### config.mk
export PLATFORM = sky130hd
export DESIGN_NAME = lru_replacement_list_flat
export DESIGN_NICKNAME = d
export VERILOG_FILES = /design/src/hw/rtl/lrul_pkg.sv /design/src/hw/rtl/lrul_if.sv /design/src/hw/rtl/lru_replacement_list.sv /design/src/hw/rtl/lrul_ctrl.sv /design/src/hw/rtl/lrul_dp.sv /design/src/flat_wrapper.sv
export SDC_FILE = /design/constraint.sdc
export NUM_CORES = 1
export LEC_CHECK = 0
export BUFFER_PORTS_ARGS = -buffer_cell sky130_fd_sc_hd__buf_2
export CORE_MARGIN = 4
export CORE_UTILIZATION = 50
export DETAILED_ROUTE_END_ITERATION = 6
export HOLD_SLACK_MARGIN = 0.1
export MAX_ROUTING_LAYER = met4
export PLACE_DENSITY = 0.74
export SYNTH_ARGS = -nofsm -noshare
export SYNTH_HDL_FRONTEND = slang
export SYNTH_SLANG_ARGS = --single-unit
export TNS_END_PERCENT = 100
### constraint.sdc
create_clock -name clk -period 3.64 [get_ports clk]
set_clock_uncertainty 0.2 [all_clocks]
set_input_delay 0.182 -clock clk [delete_from_list [all_inputs] [get_ports clk]]
set_output_delay 0.182 -clock clk [all_outputs]
set_load 0.02 [all_outputs]
### src/hw/rtl/lrul_pkg.sv
// ----------------------------------------------------------------------------
// lrul_pkg
// Shared request, status and state codes plus controller/datapath bundles
// for the lru replacement list.
// ----------------------------------------------------------------------------
`timescale 1ns / 1ps
`default_nettype none

package lrul_pkg;

  typedef enum logic [1:0] {
    REQ_PUT    = 2'd0,
    REQ_GET    = 2'd1,
    REQ_OBTAIN = 2'd2,
    REQ_RESET  = 2'd3
  } req_t;

  typedef enum logic [1:0] {
    ST_OK     = 2'd0,
    ST_EMPTY  = 2'd1,
    ST_DUP    = 2'd2,
    ST_ABSENT = 2'd3
  } status_t;

  typedef enum logic {
    S_IDLE = 1'b0,
    S_EXEC = 1'b1
  } fsm_state_t;

  // controller -> datapath
  typedef struct packed {
    logic load;  // capture request, launch link reads
    logic exec;  // apply update and fill result register
  } dp_cmd_t;

  // datapath -> controller
  typedef struct packed {
    logic out_free;  // result register empty or being drained this cycle
  } dp_sts_t;

endpackage

`default_nettype wire

### src/hw/rtl/lrul_if.sv
// ----------------------------------------------------------------------------
// lrul request / response channels
// Valid/ready channels carrying one list request and one list result.
// ----------------------------------------------------------------------------
`timescale 1ns / 1ps
`default_nettype none

interface lrul_req_if;
  logic       valid;
  logic       ready;
  logic [1:0] req_type;
  logic [3:0] entry_index;

  modport source (output valid, output req_type, output entry_index, input ready);
  modport sink   (input valid, input req_type, input entry_index, output ready);
endinterface

interface lrul_rsp_if;
  logic       valid;
  logic       ready;
  logic [3:0] victim_index;
  logic       victim_valid;
  logic       list_empty;
  logic [1:0] status;

  modport source (output valid, output victim_index, output victim_valid,
                  output list_empty, output status, input ready);
  modport sink   (input valid, input victim_index, input victim_valid,
                  input list_empty, input status, output ready);
endinterface

`default_nettype wire

### src/hw/rtl/lru_replacement_list.sv
// a request accepted in S_IDLE has its link reads registered, then S_EXEC applies
//   the update and fills the result register; no new request is taken during
//   S_EXEC, as the link memories are read into registers ahead of the update step
// the result register lets the next request enter in the cycle the result drains
// reset: synchronous active-low rst_n empties the list and drops out valid;
//   link memories are not cleared and need no reset pass
// ----------------------------------------------------------------------------
// lru_replacement_list
// Recency-ordered list of reclaimable cache entries: put, get, obtain-oldest
// and reset requests over a doubly linked list kept in two link memories.
// ----------------------------------------------------------------------------
`timescale 1ns / 1ps
`default_nettype none

module lru_replacement_list
  import lrul_pkg::*;
#(
  parameter int ENTRIES = 16
) (
  input  wire logic clk,
  input  wire logic rst_n,
  lrul_req_if.sink   in_req,
  lrul_rsp_if.source out_rsp
);

  dp_cmd_t cmd;
  dp_sts_t sts;

  lrul_ctrl u_ctrl (
    .clk      (clk),
    .rst_n    (rst_n),
    .in_valid (in_req.valid),
    .in_ready (in_req.ready),
    .sts      (sts),
    .cmd      (cmd)
  );

  lrul_dp #(
    .ENTRIES (ENTRIES)
  ) u_dp (
    .clk              (clk),
    .rst_n            (rst_n),
    .cmd              (cmd),
    .sts              (sts),
    .in_req_type      (in_req.req_type),
    .in_entry_index   (in_req.entry_index),
    .out_valid        (out_rsp.valid),
    .out_ready        (out_rsp.ready),
    .out_victim_index (out_rsp.victim_index),
    .out_victim_valid (out_rsp.victim_valid),
    .out_list_empty   (out_rsp.list_empty),
    .out_status       (out_rsp.status)
  );

endmodule

`default_nettype wire

### src/hw/rtl/lrul_ctrl.sv
// ----------------------------------------------------------------------------
// lrul_ctrl
// Two-state sequencer: accept a request and launch link reads, then apply
// the list update and post the result.
// ----------------------------------------------------------------------------
`timescale 1ns / 1ps
`default_nettype none

module lrul_ctrl
  import lrul_pkg::*;
(
  input  wire logic    clk,
  input  wire logic    rst_n,
  input  wire logic    in_valid,
  output logic         in_ready,
  input  wire dp_sts_t sts,
  output dp_cmd_t      cmd
);

  fsm_state_t state_r, state_nxt;

  always_ff @(posedge clk) begin
    if (!rst_n) begin
      state_r <= S_IDLE;
    end else begin
      state_r <= state_nxt;
    end
  end

  always_comb begin
    state_nxt = state_r;
    in_ready  = 1'b0;
    cmd       = '0;
    unique case (state_r)
      S_IDLE: begin
        // only take a transaction when the result slot will be free
        in_ready = sts.out_free;
        if (in_valid && sts.out_free) begin
          cmd.load  = 1'b1;
          state_nxt = S_EXEC;
        end
      end
      S_EXEC: begin
        cmd.exec  = 1'b1;
        state_nxt = S_IDLE;
      end
      default: begin
        state_nxt = S_IDLE;
      end
    endcase
  end

  a_load_then_exec: assert property (@(posedge clk) disable iff (!rst_n)
    cmd.load |=> cmd.exec)
    else $error("load not followed by exec");

  a_exec_after_load: assert property (@(posedge clk) disable iff (!rst_n)
    cmd.exec |-> $past(cmd.load))
    else $error("exec without preceding load");

  a_no_accept_busy: assert property (@(posedge clk) disable iff (!rst_n)
    cmd.exec |-> !in_ready)
    else $error("ready raised while a request is in flight");

endmodule

`default_nettype wire

### src/hw/rtl/lrul_dp.sv
// ----------------------------------------------------------------------------
// lrul_dp
// List state (membership bits, end pointers, count), link memories and the
// result register of the lru replacement list.
// ----------------------------------------------------------------------------
`timescale 1ns / 1ps
`default_nettype none

module lrul_dp
  import lrul_pkg::*;
#(
  parameter int ENTRIES = 16
) (
  input  wire logic       clk,
  input  wire logic       rst_n,
  input  wire dp_cmd_t    cmd,
  output dp_sts_t         sts,
  input  wire logic [1:0] in_req_type,
  input  wire logic [3:0] in_entry_index,
  output logic            out_valid,
  input  wire logic       out_ready,
  output logic [3:0]      out_victim_index,
  output logic            out_victim_valid,
  output logic            out_list_empty,
  output logic [1:0]      out_status
);

  localparam int IW = (ENTRIES > 1) ? $clog2(ENTRIES) : 1;
  localparam int CW = $clog2(ENTRIES + 1);

  // list state
  logic [ENTRIES-1:0] listed_r, listed_nxt;
  logic [IW-1:0]      newest_r, newest_nxt;
  logic [IW-1:0]      oldest_r, oldest_nxt;
  logic [CW-1:0]      count_r, count_nxt;

  // captured request
  req_t       req_r;
  logic [3:0] idx_r;

  // link memories
  logic [IW-1:0] older_mem [ENTRIES];
  logic [IW-1:0] newer_mem [ENTRIES];
  logic [IW-1:0] older_rd_r, newer_rd_r;
  logic [IW-1:0] rd_addr;
  logic          older_we, newer_we;
  logic [IW-1:0] older_wa, older_wd, newer_wa, newer_wd;

  // result register
  logic       out_valid_r;
  logic [3:0] victim_r;
  logic       vvalid_r;
  logic       empty_r;
  status_t    status_r;

  // combinational update
  logic [IW-1:0] tgt;
  logic          in_range;
  logic          do_link, do_unlink, do_clear;
  status_t       status_c;
  logic          vvalid_c;

  assign rd_addr = (req_t'(in_req_type) == REQ_OBTAIN) ? oldest_r : IW'(in_entry_index);

  always_ff @(posedge clk) begin
    if (cmd.load) begin
      req_r <= req_t'(in_req_type);
      idx_r <= in_entry_index;
    end
  end

  always_ff @(posedge clk) begin
    if (older_we) older_mem[older_wa] <= older_wd;
    if (cmd.load) older_rd_r <= older_mem[rd_addr];
  end

  always_ff @(posedge clk) begin
    if (newer_we) newer_mem[newer_wa] <= newer_wd;
    if (cmd.load) newer_rd_r <= newer_mem[rd_addr];
  end

  always_comb begin
    listed_nxt = listed_r;
    newest_nxt = newest_r;
    oldest_nxt = oldest_r;
    count_nxt  = count_r;
    older_we   = 1'b0;
    older_wa   = '0;
    older_wd   = '0;
    newer_we   = 1'b0;
    newer_wa   = '0;
    newer_wd   = '0;
    do_link    = 1'b0;
    do_unlink  = 1'b0;
    do_clear   = 1'b0;
    status_c   = ST_OK;
    vvalid_c   = 1'b0;
    in_range   = 32'(idx_r) < ENTRIES;
    tgt        = (req_r == REQ_OBTAIN) ? oldest_r : IW'(idx_r);

    if (cmd.exec) begin
      unique case (req_r)
        REQ_PUT: begin
          priority if (!in_range)  status_c = ST_ABSENT;
          else if (listed_r[tgt])  status_c = ST_DUP;
          else                     do_link  = 1'b1;
        end
        REQ_GET: begin
          if (!in_range || !listed_r[tgt]) status_c  = ST_ABSENT;
          else                             do_unlink = 1'b1;
        end
        REQ_OBTAIN: begin
          if (count_r == '0) begin
            status_c = ST_EMPTY;
          end else begin
            do_unlink = 1'b1;
            vvalid_c  = 1'b1;
          end
        end
        REQ_RESET: begin
          do_clear = 1'b1;
        end
        default: begin
          do_clear = 1'b1;
        end
      endcase
    end

    if (do_link) begin
      if (count_r == '0) begin
        oldest_nxt = tgt;
      end else begin
        older_we = 1'b1;
        older_wa = tgt;
        older_wd = newest_r;
        newer_we = 1'b1;
        newer_wa = newest_r;
        newer_wd = tgt;
      end
      newest_nxt      = tgt;
      listed_nxt[tgt] = 1'b1;
      count_nxt       = count_r + CW'(1);
    end

    if (do_unlink) begin
      // older_rd_r / newer_rd_r hold the links of tgt, read at accept
      priority if (count_r <= CW'(1)) begin
        newest_nxt = '0;
        oldest_nxt = '0;
      end else if (tgt == oldest_r) begin
        oldest_nxt = newer_rd_r;
      end else if (tgt == newest_r) begin
        newest_nxt = older_rd_r;
      end else begin
        newer_we = 1'b1;
        newer_wa = older_rd_r;
        newer_wd = newer_rd_r;
        older_we = 1'b1;
        older_wa = newer_rd_r;
        older_wd = older_rd_r;
      end
      listed_nxt[tgt] = 1'b0;
      count_nxt       = count_r - CW'(1);
    end

    if (do_clear) begin
      listed_nxt = '0;
      newest_nxt = '0;
      oldest_nxt = '0;
      count_nxt  = '0;
    end
  end

  always_ff @(posedge clk) begin
    if (!rst_n) begin
      listed_r <= '0;
      newest_r <= '0;
      oldest_r <= '0;
      count_r  <= '0;
    end else begin
      listed_r <= listed_nxt;
      newest_r <= newest_nxt;
      oldest_r <= oldest_nxt;
      count_r  <= count_nxt;
    end
  end

  always_ff @(posedge clk) begin
    if (!rst_n) begin
      out_valid_r <= 1'b0;
    end else if (cmd.exec) begin
      out_valid_r <= 1'b1;
    end else if (out_ready) begin
      out_valid_r <= 1'b0;
    end
  end

  always_ff @(posedge clk) begin
    if (cmd.exec) begin
      victim_r <= vvalid_c ? 4'(oldest_r) : 4'd0;
      vvalid_r <= vvalid_c;
      empty_r  <= (count_nxt == '0);
      status_r <= status_c;
    end
  end

  assign sts.out_free     = !out_valid_r || out_ready;
  assign out_valid        = out_valid_r;
  assign out_victim_index = victim_r;
  assign out_victim_valid = vvalid_r;
  assign out_list_empty   = empty_r;
  assign out_status       = status_r;

  a_count_matches_listed: assert property (@(posedge clk) disable iff (!rst_n)
    $countones(listed_r) == 32'(count_r))
    else $error("member count out of step with membership bits");

  a_empty_ends_zero: assert property (@(posedge clk) disable iff (!rst_n)
    (count_r == '0) |-> (newest_r == '0 && oldest_r == '0))
    else $error("end pointers not cleared on empty list");

  a_ends_listed: assert property (@(posedge clk) disable iff (!rst_n)
    (count_r != '0) |-> (listed_r[newest_r] && listed_r[oldest_r]))
    else $error("list end points at an unlisted entry");

  a_victim_ok: assert property (@(posedge clk) disable iff (!rst_n)
    (out_valid_r && vvalid_r) |-> (status_r == ST_OK && !$isunknown(victim_r)))
    else $error("victim reported with error status");

  a_exec_fills_out: assert property (@(posedge clk) disable iff (!rst_n)
    cmd.exec |=> out_valid_r)
    else $error("result register not filled after exec");

endmodule

`default_nettype wire
### src/flat_wrapper.sv
// flat-port wrapper written by rule: the top's interface ports become plain ports
module lru_replacement_list_flat import lrul_pkg::*;
#(
  parameter int ENTRIES = 16
)
  (clk, rst_n, in_req_valid, in_req_req_type, in_req_entry_index, in_req_ready, out_rsp_valid, out_rsp_victim_index, out_rsp_victim_valid, out_rsp_list_empty, out_rsp_status, out_rsp_ready);
  lrul_req_if in_req_i ();
  lrul_rsp_if out_rsp_i ();
  input  wire logic clk;
  input  wire logic rst_n;
  input wire logic [$bits(in_req_i.valid)-1:0] in_req_valid;
  input wire logic [$bits(in_req_i.req_type)-1:0] in_req_req_type;
  input wire logic [$bits(in_req_i.entry_index)-1:0] in_req_entry_index;
  output wire logic [$bits(in_req_i.ready)-1:0] in_req_ready;
  output wire logic [$bits(out_rsp_i.valid)-1:0] out_rsp_valid;
  output wire logic [$bits(out_rsp_i.victim_index)-1:0] out_rsp_victim_index;
  output wire logic [$bits(out_rsp_i.victim_valid)-1:0] out_rsp_victim_valid;
  output wire logic [$bits(out_rsp_i.list_empty)-1:0] out_rsp_list_empty;
  output wire logic [$bits(out_rsp_i.status)-1:0] out_rsp_status;
  input wire logic [$bits(out_rsp_i.ready)-1:0] out_rsp_ready;
  assign in_req_i.valid = in_req_valid;
  assign in_req_i.req_type = in_req_req_type;
  assign in_req_i.entry_index = in_req_entry_index;
  assign in_req_ready = in_req_i.ready;
  assign out_rsp_valid = out_rsp_i.valid;
  assign out_rsp_victim_index = out_rsp_i.victim_index;
  assign out_rsp_victim_valid = out_rsp_i.victim_valid;
  assign out_rsp_list_empty = out_rsp_i.list_empty;
  assign out_rsp_status = out_rsp_i.status;
  assign out_rsp_i.ready = out_rsp_ready;
  lru_replacement_list #(.ENTRIES(ENTRIES)) u_core (.clk(clk), .rst_n(rst_n), .in_req(in_req_i), .out_rsp(out_rsp_i));
endmodule
# After elaboration in Yosys (flattened, before gate mapping)
# Memory sizes are Yosys's and may differ from the RTL's. A register that Yosys moved wholly into a read port is not among the register bits.
# Index checks and enable logic that the tools add are counted.
# classes
n_mux,62
reduce_logical,9
n_addsub,2
magnitude_cmp,3
bitwise_logic,5
n_eq_ne,6
# op_table
cell,count
$mux 4,24
$mux 16,2
$mux 1,26
$and 16x16->16,1
$not 16->16,1
$or 16x16->16,1
$mux 5,3
$logic_not 5->1,2
$eq 4x4->1,2
$eq 2x2->1 const B,3
$pmux 2 s3,1
$add 5x1->5 const B,1
$le 5x1->1 const B,1
$lt 4x5->1 const B,1
$sub 5x1->5 const B,1
$bmux 1 s4,1
$demux 1 s4,1
$ge 4x1->1 const B,1
$mux 2,2
$pmux 1 s2,2
$eq 2x1->1 const B,1
$logic_and 1x1->1,2
$logic_not 2->1,1
$not 1->1,2
other kinds (4),4
# word_totals
input_bits,10
ramBits,128
n_memories,2
elab_cells,101
regBits,45
# memory_table
memory,depth,width,read_ports,rd_clocked_by_memory_dff,write_ports,line_no,text
u_core.u_dp.newer_mem,16,4,1,1,1,lrul_dp.sv:43,logic [IW-1:0] newer_mem [ENTRIES];
u_core.u_dp.older_mem,16,4,1,1,1,lrul_dp.sv:42,logic [IW-1:0] older_mem [ENTRIES];

# Logic depth before layout (Yosys ltp)
# Gate-level depths: netlist of run 1.
# depth
word_depth,14
ltp_mapped,12
mapped_depth_nobuf,10

# Hierarchy
# From an unflattened synthesis of run 1, not the netlist that was laid out.
# unflattened
cells_unflattened,631
area_unflattened_um2,8514.4
# modules_own_cells
mod,cells_per_inst,area_each_um2,seq_area_each_um2,n_inst
lrul_dp,625,8450.6,5104.9,1
lrul_ctrl,6,63.8,20.0,1

# Worst setup path before layout of run 1
# OpenSTA, ideal clock, no wires.
# synth_timing
kind,reg2reg
from,register u_core.u_dp.req_r[0]
to,"memory u_core.u_dp.newer_mem[0][0] in the netlist's numbering, data pin"
path_buffers,2
setup_ns,0.330
required_ns,3.110
path_stages_with_launch,11
t_arrival_ns,2.988
setup_slack_ns,0.122
cell_sequence,edfxtp_1 > inv_1 > ha_1 > nand2b_2 > buf_6 > o32ai_1 > o41ai_2 > nand4_2 > or3_1 > buf_2 > o21ai_0
# synth_between
elab_chain_len,12
# synth_rtl
element,line_no,text
start: declaration,lrul_dp.sv:38,req_t req_r;
start signal: assignment,lrul_dp.sv:67,req_r <= req_t'(in_req_type);
$eq 2x2->1,"lrul_dp.sv:99, lrul_dp.sv:102",
$mux 4,lrul_dp.sv:99,tgt = (req_r == REQ_OBTAIN) ? oldest_r : IW'(idx_r);
$bmux 1 s4,"lrul_dp.sv:105, lrul_dp.sv:109",
$mux 1 (not written as such),"lrul_dp.sv:105, lrul_dp.sv:109",
$mux 1,lrul_dp.sv:105,else if (listed_r[tgt]) status_c = ST_DUP;
$mux 1,lrul_dp.sv:102,unique case (req_r)
$mux 1,lrul_dp.sv:101,if (cmd.exec) begin
$mux 4,lrul_dp.sv:129,if (do_link) begin
$mux 4,lrul_dp.sv:152,end else if (tgt == newest_r) begin
$mux 4,lrul_dp.sv:150,end else if (tgt == oldest_r) begin
$mux 4,lrul_dp.sv:147,priority if (count_r <= CW'(1)) begin
$mux 4 *,lrul_dp.sv:145,if (do_unlink) begin
via u_core.u_dp.newer_wd[0],lrul_dp.sv:47,"logic [IW-1:0] older_wa, older_wd, newer_wa, newer_wd;"
end: declaration,lrul_dp.sv:43,
# Mark *: on every way through the listed nets, which the timed path passes. The rest lies on a longest branch. The select of a mux whose other input is x is not followed.

# Final worst setup path of run 1
# layout_timing
from,register u_core.u_dp.req_r[0]
to,"memory u_core.u_dp.older_mem[4][1] in the netlist's numbering, enable pin"
# layout_between
elab_chain_len,14
# layout_rtl
element,line_no,text
$eq 2x2->1,"lrul_dp.sv:99, lrul_dp.sv:102",
$mux 4,lrul_dp.sv:99,
$bmux 1 s4,"lrul_dp.sv:105, lrul_dp.sv:109",
$mux 1 (not written as such),"lrul_dp.sv:105, lrul_dp.sv:109",
$mux 1,lrul_dp.sv:105,
$mux 1,lrul_dp.sv:102,
$mux 1,lrul_dp.sv:101,
$mux 1,lrul_dp.sv:129,
$mux 1,lrul_dp.sv:152,
$mux 1,lrul_dp.sv:150,
$mux 1,lrul_dp.sv:147,
$mux 1,lrul_dp.sv:145,
$mux 1,lrul_dp.sv:73,if (older_we) older_mem[older_wa] <= older_wd;
$mux 1 (not written as such),lrul_dp.sv:73,
end: declaration,lrul_dp.sv:42,
# Several ways; a longest one is shown, not always the timed one. The select of a mux whose other input is x is not followed.

==> impl_results.md, run 1 <==
- Outcome: completed
- Cells along the critical path: inv_1 > ha_4 > buf_4 > nor2b_1 > a22o_1 > o41ai_4 > and4_4 > nor4b_4 > buf_12 > a32oi_1 > or2_2 > nor2_1
- Post-synth EDFFs: 150
- RSZ-0062 raised after global routing: true
- Final period utilization: 97.8%
- FMAX: 0.281 GHz
- Crit path max-delay family: simple AND/OR/NAND/NOR gates
- Global-route wire length before repair: 29.9 mm
- Antenna Violating Nets Remaining: 0
- Min Tclk post-route: 3560 ps
- Core region area: 16100 um2
- Die Wd: 137 um
- GRT overflow: 0
- Crit Path Max Fanout: 19
- Ant diodes: 0
- Most common cell after layout, fill and taps aside: edfxtp_1
- Multi-input gate area: 3160 um2
- Final Util: 61.0%
- Post-route DRC: 0
- Final nets: 696
- # Max-Cap Violations: 0
- Post-Syn Area: 8310 um2
- Maximum vdd drop: 0.000446 V
- CTS tree: built
- Setup violators final: 0
- Total Die Area: 18700 um2
- Area delta synth->final: 17.9%
- Initial antenna violation count: 0
- Synth Flop Type: edfxtp_1
- Library cells used by synthesis: 53
- Clk buf depth: 2
- Dpl ws: -17.7 ps
- HP Class: input port to register
- Post-Synthesis Cells: 608
- WP buf/inv: 3
- Max-slew headroom: 36.9%
- Post-place instance area: 8960 um2
- H-tree Lvls: 4
- Setup slack after layout: 79.1 ps
- Number of I/O port buffers: 19
- GRT Overall Usage: 21.9%
- Vias in the first global route: 5488
- Vias after detailed routing: 5511
- Critical path endpoint category: register
- Layout fillers: 1175
- Gpl congestion: 0.905
- Clk_lat worst skew: 430 ps
- Final WL: 19.0 mm
- Via density: 6.09
- Crit start category: register
- # IOs: 20
- Clock transition at path regs: 70 ps
- Routed len/inst: 20.9 um
- Initial Utilization: 51.8%
- Share of cells above drive strength 1: 25.3%
- Synth Register Bits: 181
- CP max-delay cell: edfxtp_1
- Cell Pwr Density: 448 nW/um2
- Sum Neg Setup Slack: 0 ps
- Seq/Total Area, Yosys: 61.7%
- Critical path's largest stage delay: 380 ps
- Most frequent cells in the layout: 150 x edfxtp_1, 48 x buf_4, 46 x nand2_1
- Critical path class: register to register
- Measured slew at the worst slew-check pin: 945 ps
- Std cell rows: 46
- Largest net degree at the start of global routing: 27
- Die height: 137 um
- Register area: 5120 um2
- Fin. max-slew vios: 0
- Fin area: 9800 um2
- Hold Vio Cnt, Final: 0
- Average size of a mapped cell: 13.7 um2
- Hold Slack: 291 ps
- DP HPWL: 12.9 mm
- TritonCTS Sinks: 181
- Syn_nets: 627
- YS warnings: 0
- Leakage power: 3.48 nW
- DR iter-0 viols: 462
- Pre-Repair DR Iteration Count: 5
- Worst Path Arrival: 3460 ps
- Setup bufs post-CTS: 0
- Asr flop ratio synth: 0%
- TritonCTS buffer count: 17
- Root Buffer: clkbuf_16
- Critical Path RT: 3540 ps
-- where the power goes --
group | leakage (nW) | switching, mW | internal (mW)
clock network | 0.286 | 0.815 | 1.03
logic | 1.44 | 0.157 | 0.123
registers | 1.75 | 0.0285 | 2.24
total | 3.48 | 1.00 | 3.39
-- path summary, 6_finish.rpt --
path                                              start                          end  slack [ps]  cells past startpoint
worst max-delay path               u_core.u_dp.req_r[0]  u_core.u_dp.older_mem[4][1]          80                     12
worst min register to register  u_core.u_dp.listed_r[0]      u_core.u_dp.listed_r[0]         340                      2
worst max register to register     u_core.u_dp.req_r[0]  u_core.u_dp.older_mem[4][1]          80                     12
worst min-delay path                 in_req_req_type[0]         u_core.u_dp.req_r[0]         290                      2
-- cells by family after synthesis --
group                      count (synthesis)  synth area share [%]
AOI/OAI and AO/OA                        116                  10.3
xor gates and xnor gates                  12                  1.26
adders and majority gates                  9                  1.36
buffers and inverters                     43                  2.38
DFF                                      181                  61.7
muxes                                     51                  11.0
and+or+nand+nor                          196                  12.0
-- cell type report --
| class | instances | share of cell area [%] |
|---|---|---|
| well taps | 216 | 2.76 |
| repair buffers | 79 | 6.08 |
| clock inverters | 14 | 1.72 |
| flip-flops and latches | 181 | 52.3 |
| inverters | 14 | 0.536 |
| clock buffers | 17 | 4.34 |
| multi-input cells | 384 | 32.2 |
-- through the flow --
stage	std cells	power (mW)
after floorplan	608	2.48
after global placement	864	2.57
after detailed placement	864	2.57
after CTS	905	4.40
after global routing	905	4.53
final	905	4.39
-- metal layers --
metal	wire (um)	GRT usage [%]
met2	9280	34.9
met1	8090	28.4
met3	1110	4.45
met5	0	-
met4	475	7.21
-- state kept, by name (all words and copies together), names as in the netlist, 2 cells and up --
signal                        count
u_core.u_dp.count_r               5
u_core.u_dp.idx_r                 4
u_core.u_dp.listed_r             16
u_core.u_dp.newer_mem            64
u_core.u_dp.newer_rd_r            4
u_core.u_dp.newest_r              4
u_core.u_dp.older_mem            64
u_core.u_dp.older_rd_r            4
u_core.u_dp.oldest_r              4
u_core.u_dp.out_status            2
u_core.u_dp.out_victim_index      4
u_core.u_dp.req_r                 2
-- timing repair --
item / CTS / global route
endpoints found under the hold margin: 13 / 0
endpoints found under the setup margin: 29 / 129
hold buffers: 10 / 0
gates resized for setup: 1 / 31
pin swaps: 0 / 3
-- synth_stat cells (all sizes together) (14+ instances only) --
cell type,number,area [um2]
nor2b,19,119
a21oi,33,165
nor3,23,115
inv,14,52.6
nor2,52,198
buf,16,96.3
edfxtp,150,4500
dfxtp,31,621
nand2,46,173
mux4,32,721
and2,19,119
mux2i,18,180
Power figures use the tool's default switching activity.
==> run 2, diff against run 1 <==
BUFFER_PORTS_ARGS = unset   (was -buffer_cell sky130_fd_sc_hd__buf_2)
CTS_CLUSTER_SIZE = 24   (was unset)
DONT_BUFFER_PORTS = 1   (was unset)
PLACE_DENSITY = 0.73   (was 0.74)
==> run 2 against run 1 <==
Fmax is 0.58% lower; sequential cell count stayed put; first-iteration DRC count is 0.65% lower; clock power is 2% lower; global-route usage is 0.58 points lower; via count is 2.8% lower; routed wire length is 2.4% lower; worst hold slack worse by 110 ps; combinational power is 7.1% lower; register-to-register slack worse by 20 ps; die area stayed put; power is 1.1% lower; critical path type unchanged.
==> impl_results.md, run 2 (synthesis results as in run 1) <==
- Area delta synth->final: 16.4% (was 17.9%)
- TritonCTS Sinks: 181 (unchanged)
- Die height: 137 um (unchanged)
- Initial antenna violation count: 0 (unchanged)
- Min Tclk post-route: 3580 ps (was 3560 ps)
- Critical Path RT: 3560 ps (was 3540 ps)
- Core region area: 16100 um2 (unchanged)
- Final WL: 18.5 mm (was 19.0 mm)
- R2r setup slk: 60 ps (was 80 ps)
- Root Buffer: clkbuf_16 (unchanged)
- Clock transition at path regs: 60 ps (was 70 ps)
- HP Class: input port to register (unchanged)
- Setup violators final: 0 (unchanged)
- Max-slew headroom: 36.7% (was 36.9%)
- Gpl congestion: 0.953 (was 0.905)
- Worst r2r src: u_core.u_dp.req_r[0] (unchanged)
- DP HPWL: 12.8 mm (was 12.9 mm)
- TritonCTS buffer count: 17 (unchanged)
- Critical path endpoint category: register (unchanged)
- Vias in the first global route: 5351 (was 5488)
- Worst Path Arrival: 3500 ps (was 3460 ps)
- Clk buf depth: 2 (unchanged)
- Most common cell after layout, fill and taps aside: edfxtp_1 (unchanged)
- Largest net degree at the start of global routing: 33 (was 27)
- FMAX: 0.279 GHz (was 0.281 GHz)
- Most frequent cells in the layout: 150 x edfxtp_1, 45 x nand2_1, 43 x buf_4 (was 150 x edfxtp_1, 48 x buf_4, 46 x nand2_1)
- Fin. max-slew vios: 0 (unchanged)
- Std cell rows: 46 (unchanged)
- Crit start category: register (unchanged)
- Worst Setup EP: u_core.u_dp.older_mem[2][0] (was u_core.u_dp.older_mem[4][1])
- Total power: 4.34 mW (was 4.39 mW)
- GRT Overall Usage: 21.3% (was 21.9%)
- Post-place instance area: 8830 um2 (was 8960 um2)
- Outcome: completed (unchanged)
- H-tree Lvls: 4 (unchanged)
- Initial Utilization: 51.8% (unchanged)
- Antenna Violating Nets Remaining: 0 (unchanged)
- R2R depth: 10 (was 12)
- Final nets: 672 (was 696)
- Post-route DRC: 0 (unchanged)
- Hold Slack: 185 ps (was 291 ps)
- GRT overflow: 0 (unchanged)
- Number of I/O port buffers: 0 (was 19)
- # Max-Cap Violations: 0 (unchanged)
- CTS tree: built (unchanged)
- RSZ-0062 raised after global routing: true (unchanged)
- Cell Pwr Density: 449 nW/um2 (was 448 nW/um2)
- Ant diodes: 0 (unchanged)
- Fin area: 9670 um2 (was 9800 um2)
- Share of cells above drive strength 1: 23.9% (was 25.3%)
- Critical path class: register to register (unchanged)
- Global-route wire length before repair: 29.3 mm (was 29.9 mm)
- Leakage power: 3.37 nW (was 3.48 nW)
- Clk_lat worst skew: 430 ps (about the same)
- Final Util: 60.2% (was 61.0%)
- Final period utilization: 98.4% (was 97.8%)
- Routed len/inst: 21.0 um (was 20.9 um)
- # IOs: 20 (unchanged)
- Top Registers: u_core.u_dp.newer_mem x64, u_core.u_dp.older_mem x64, u_core.u_dp.listed_r x16 (unchanged)
- Pre-Repair DR Iteration Count: 6 (was 5)
- Die Wd: 137 um (unchanged)
- Via density: 6.08 (was 6.09)
- Vias after detailed routing: 5356 (was 5511)
- DR iter-0 viols: 459 (was 462)
- Worst r2r dst: u_core.u_dp.older_mem[2][0] (was u_core.u_dp.older_mem[4][1])
- Crit Path Max Fanout: 9 (was 19)
- Setup bufs post-CTS: 0 (unchanged)
- CP startpoint: u_core.u_dp.req_r[0] (unchanged)
- Maximum vdd drop: 0.000360 V (was 0.000446 V)
- Measured slew at the worst slew-check pin: 948 ps (was 945 ps)
- Hold Vio Cnt, Final: 0 (unchanged)
- Total Die Area: 18700 um2 (unchanged)
==> run 2: power breakdown <==
| group | internal (mW) | total, mW | switching, mW |
|---|---|---|---|
| Combinational | 0.115 | 0.260 | 0.145 |
| Sequential | 2.24 | 2.27 | 0.0359 |
| Clock | 1.02 | 1.81 | 0.786 |
==> run 2: what timing repair did <==
action	in CTS	in global routing
endpoints found under the setup margin	24	141
endpoints found under the hold margin	21	0
pin swaps	0	3
resized for setup	1	42
hold buffers	10	0
==> run 2: how the worst min path moves through the flow <==
stage                     startpoint                   end  slack [ps]  cells past startpoint
2_1_floorplan  in_req_entry_index[0]  u_core.u_dp.idx_r[0]          80                      0
3_3_place_gp   in_req_entry_index[2]  u_core.u_dp.idx_r[2]          80                      0
3_5_place_dp   in_req_entry_index[3]  u_core.u_dp.idx_r[3]          80                      0
4_1_cts        in_req_entry_index[1]  u_core.u_dp.idx_r[1]         160                      1
5_1_grt        in_req_entry_index[0]  u_core.u_dp.idx_r[0]         170                      1
6_report       in_req_entry_index[3]  u_core.u_dp.idx_r[3]         180                      1
==> run 2: metal layers <==
layer | vias up | global-route usage (%) | share of wire (%) | wire length [um]
li1 | 2441 | - | - | -
met1 | 2669 | 27.2 | 43 | 7890
met2 | 206 | 33.5 | 49 | 9130
met3 | 40 | 5.29 | 5.6 | 1040
met4 | 0 | 7.48 | 2.3 | 429
met5 | - | - | 0 | 0
==> run 2: metrics by stage <==
stage / cells / worst slack [ps] / setup TNS (ps)
after global routing: 881 / -69.9 / -1550
after floorplan: 608 / 122 / 0
after CTS: 881 / -26.4 / -210
after global placement: 840 / 31.0 / 0
final: 881 / 58.3 / 0
after detailed placement: 840 / -19.6 / -193
==> run 2: critical path, stage by stage (launching register included) <==
cell,delay [ps]
edfxtp_1,380
inv_1,100
ha_2,240
nand2b_2,250
o32ai_1,140
o41ai_2,440
nand4_2,170
or3_1,430
buf_4,200
o32a_1,450
nor2_2,270
==> run 2: layout make-up <==
class / count / area (um2)
clock buffers: 19 / 433
clock inverters: 12 / 143
flip-flops and latches: 181 / 5120
repair buffers: 55 / 463
well taps: 216 / 270
fillers: 1179 / 6380
inverters: 14 / 52.6
multi-input cells: 384 / 3190
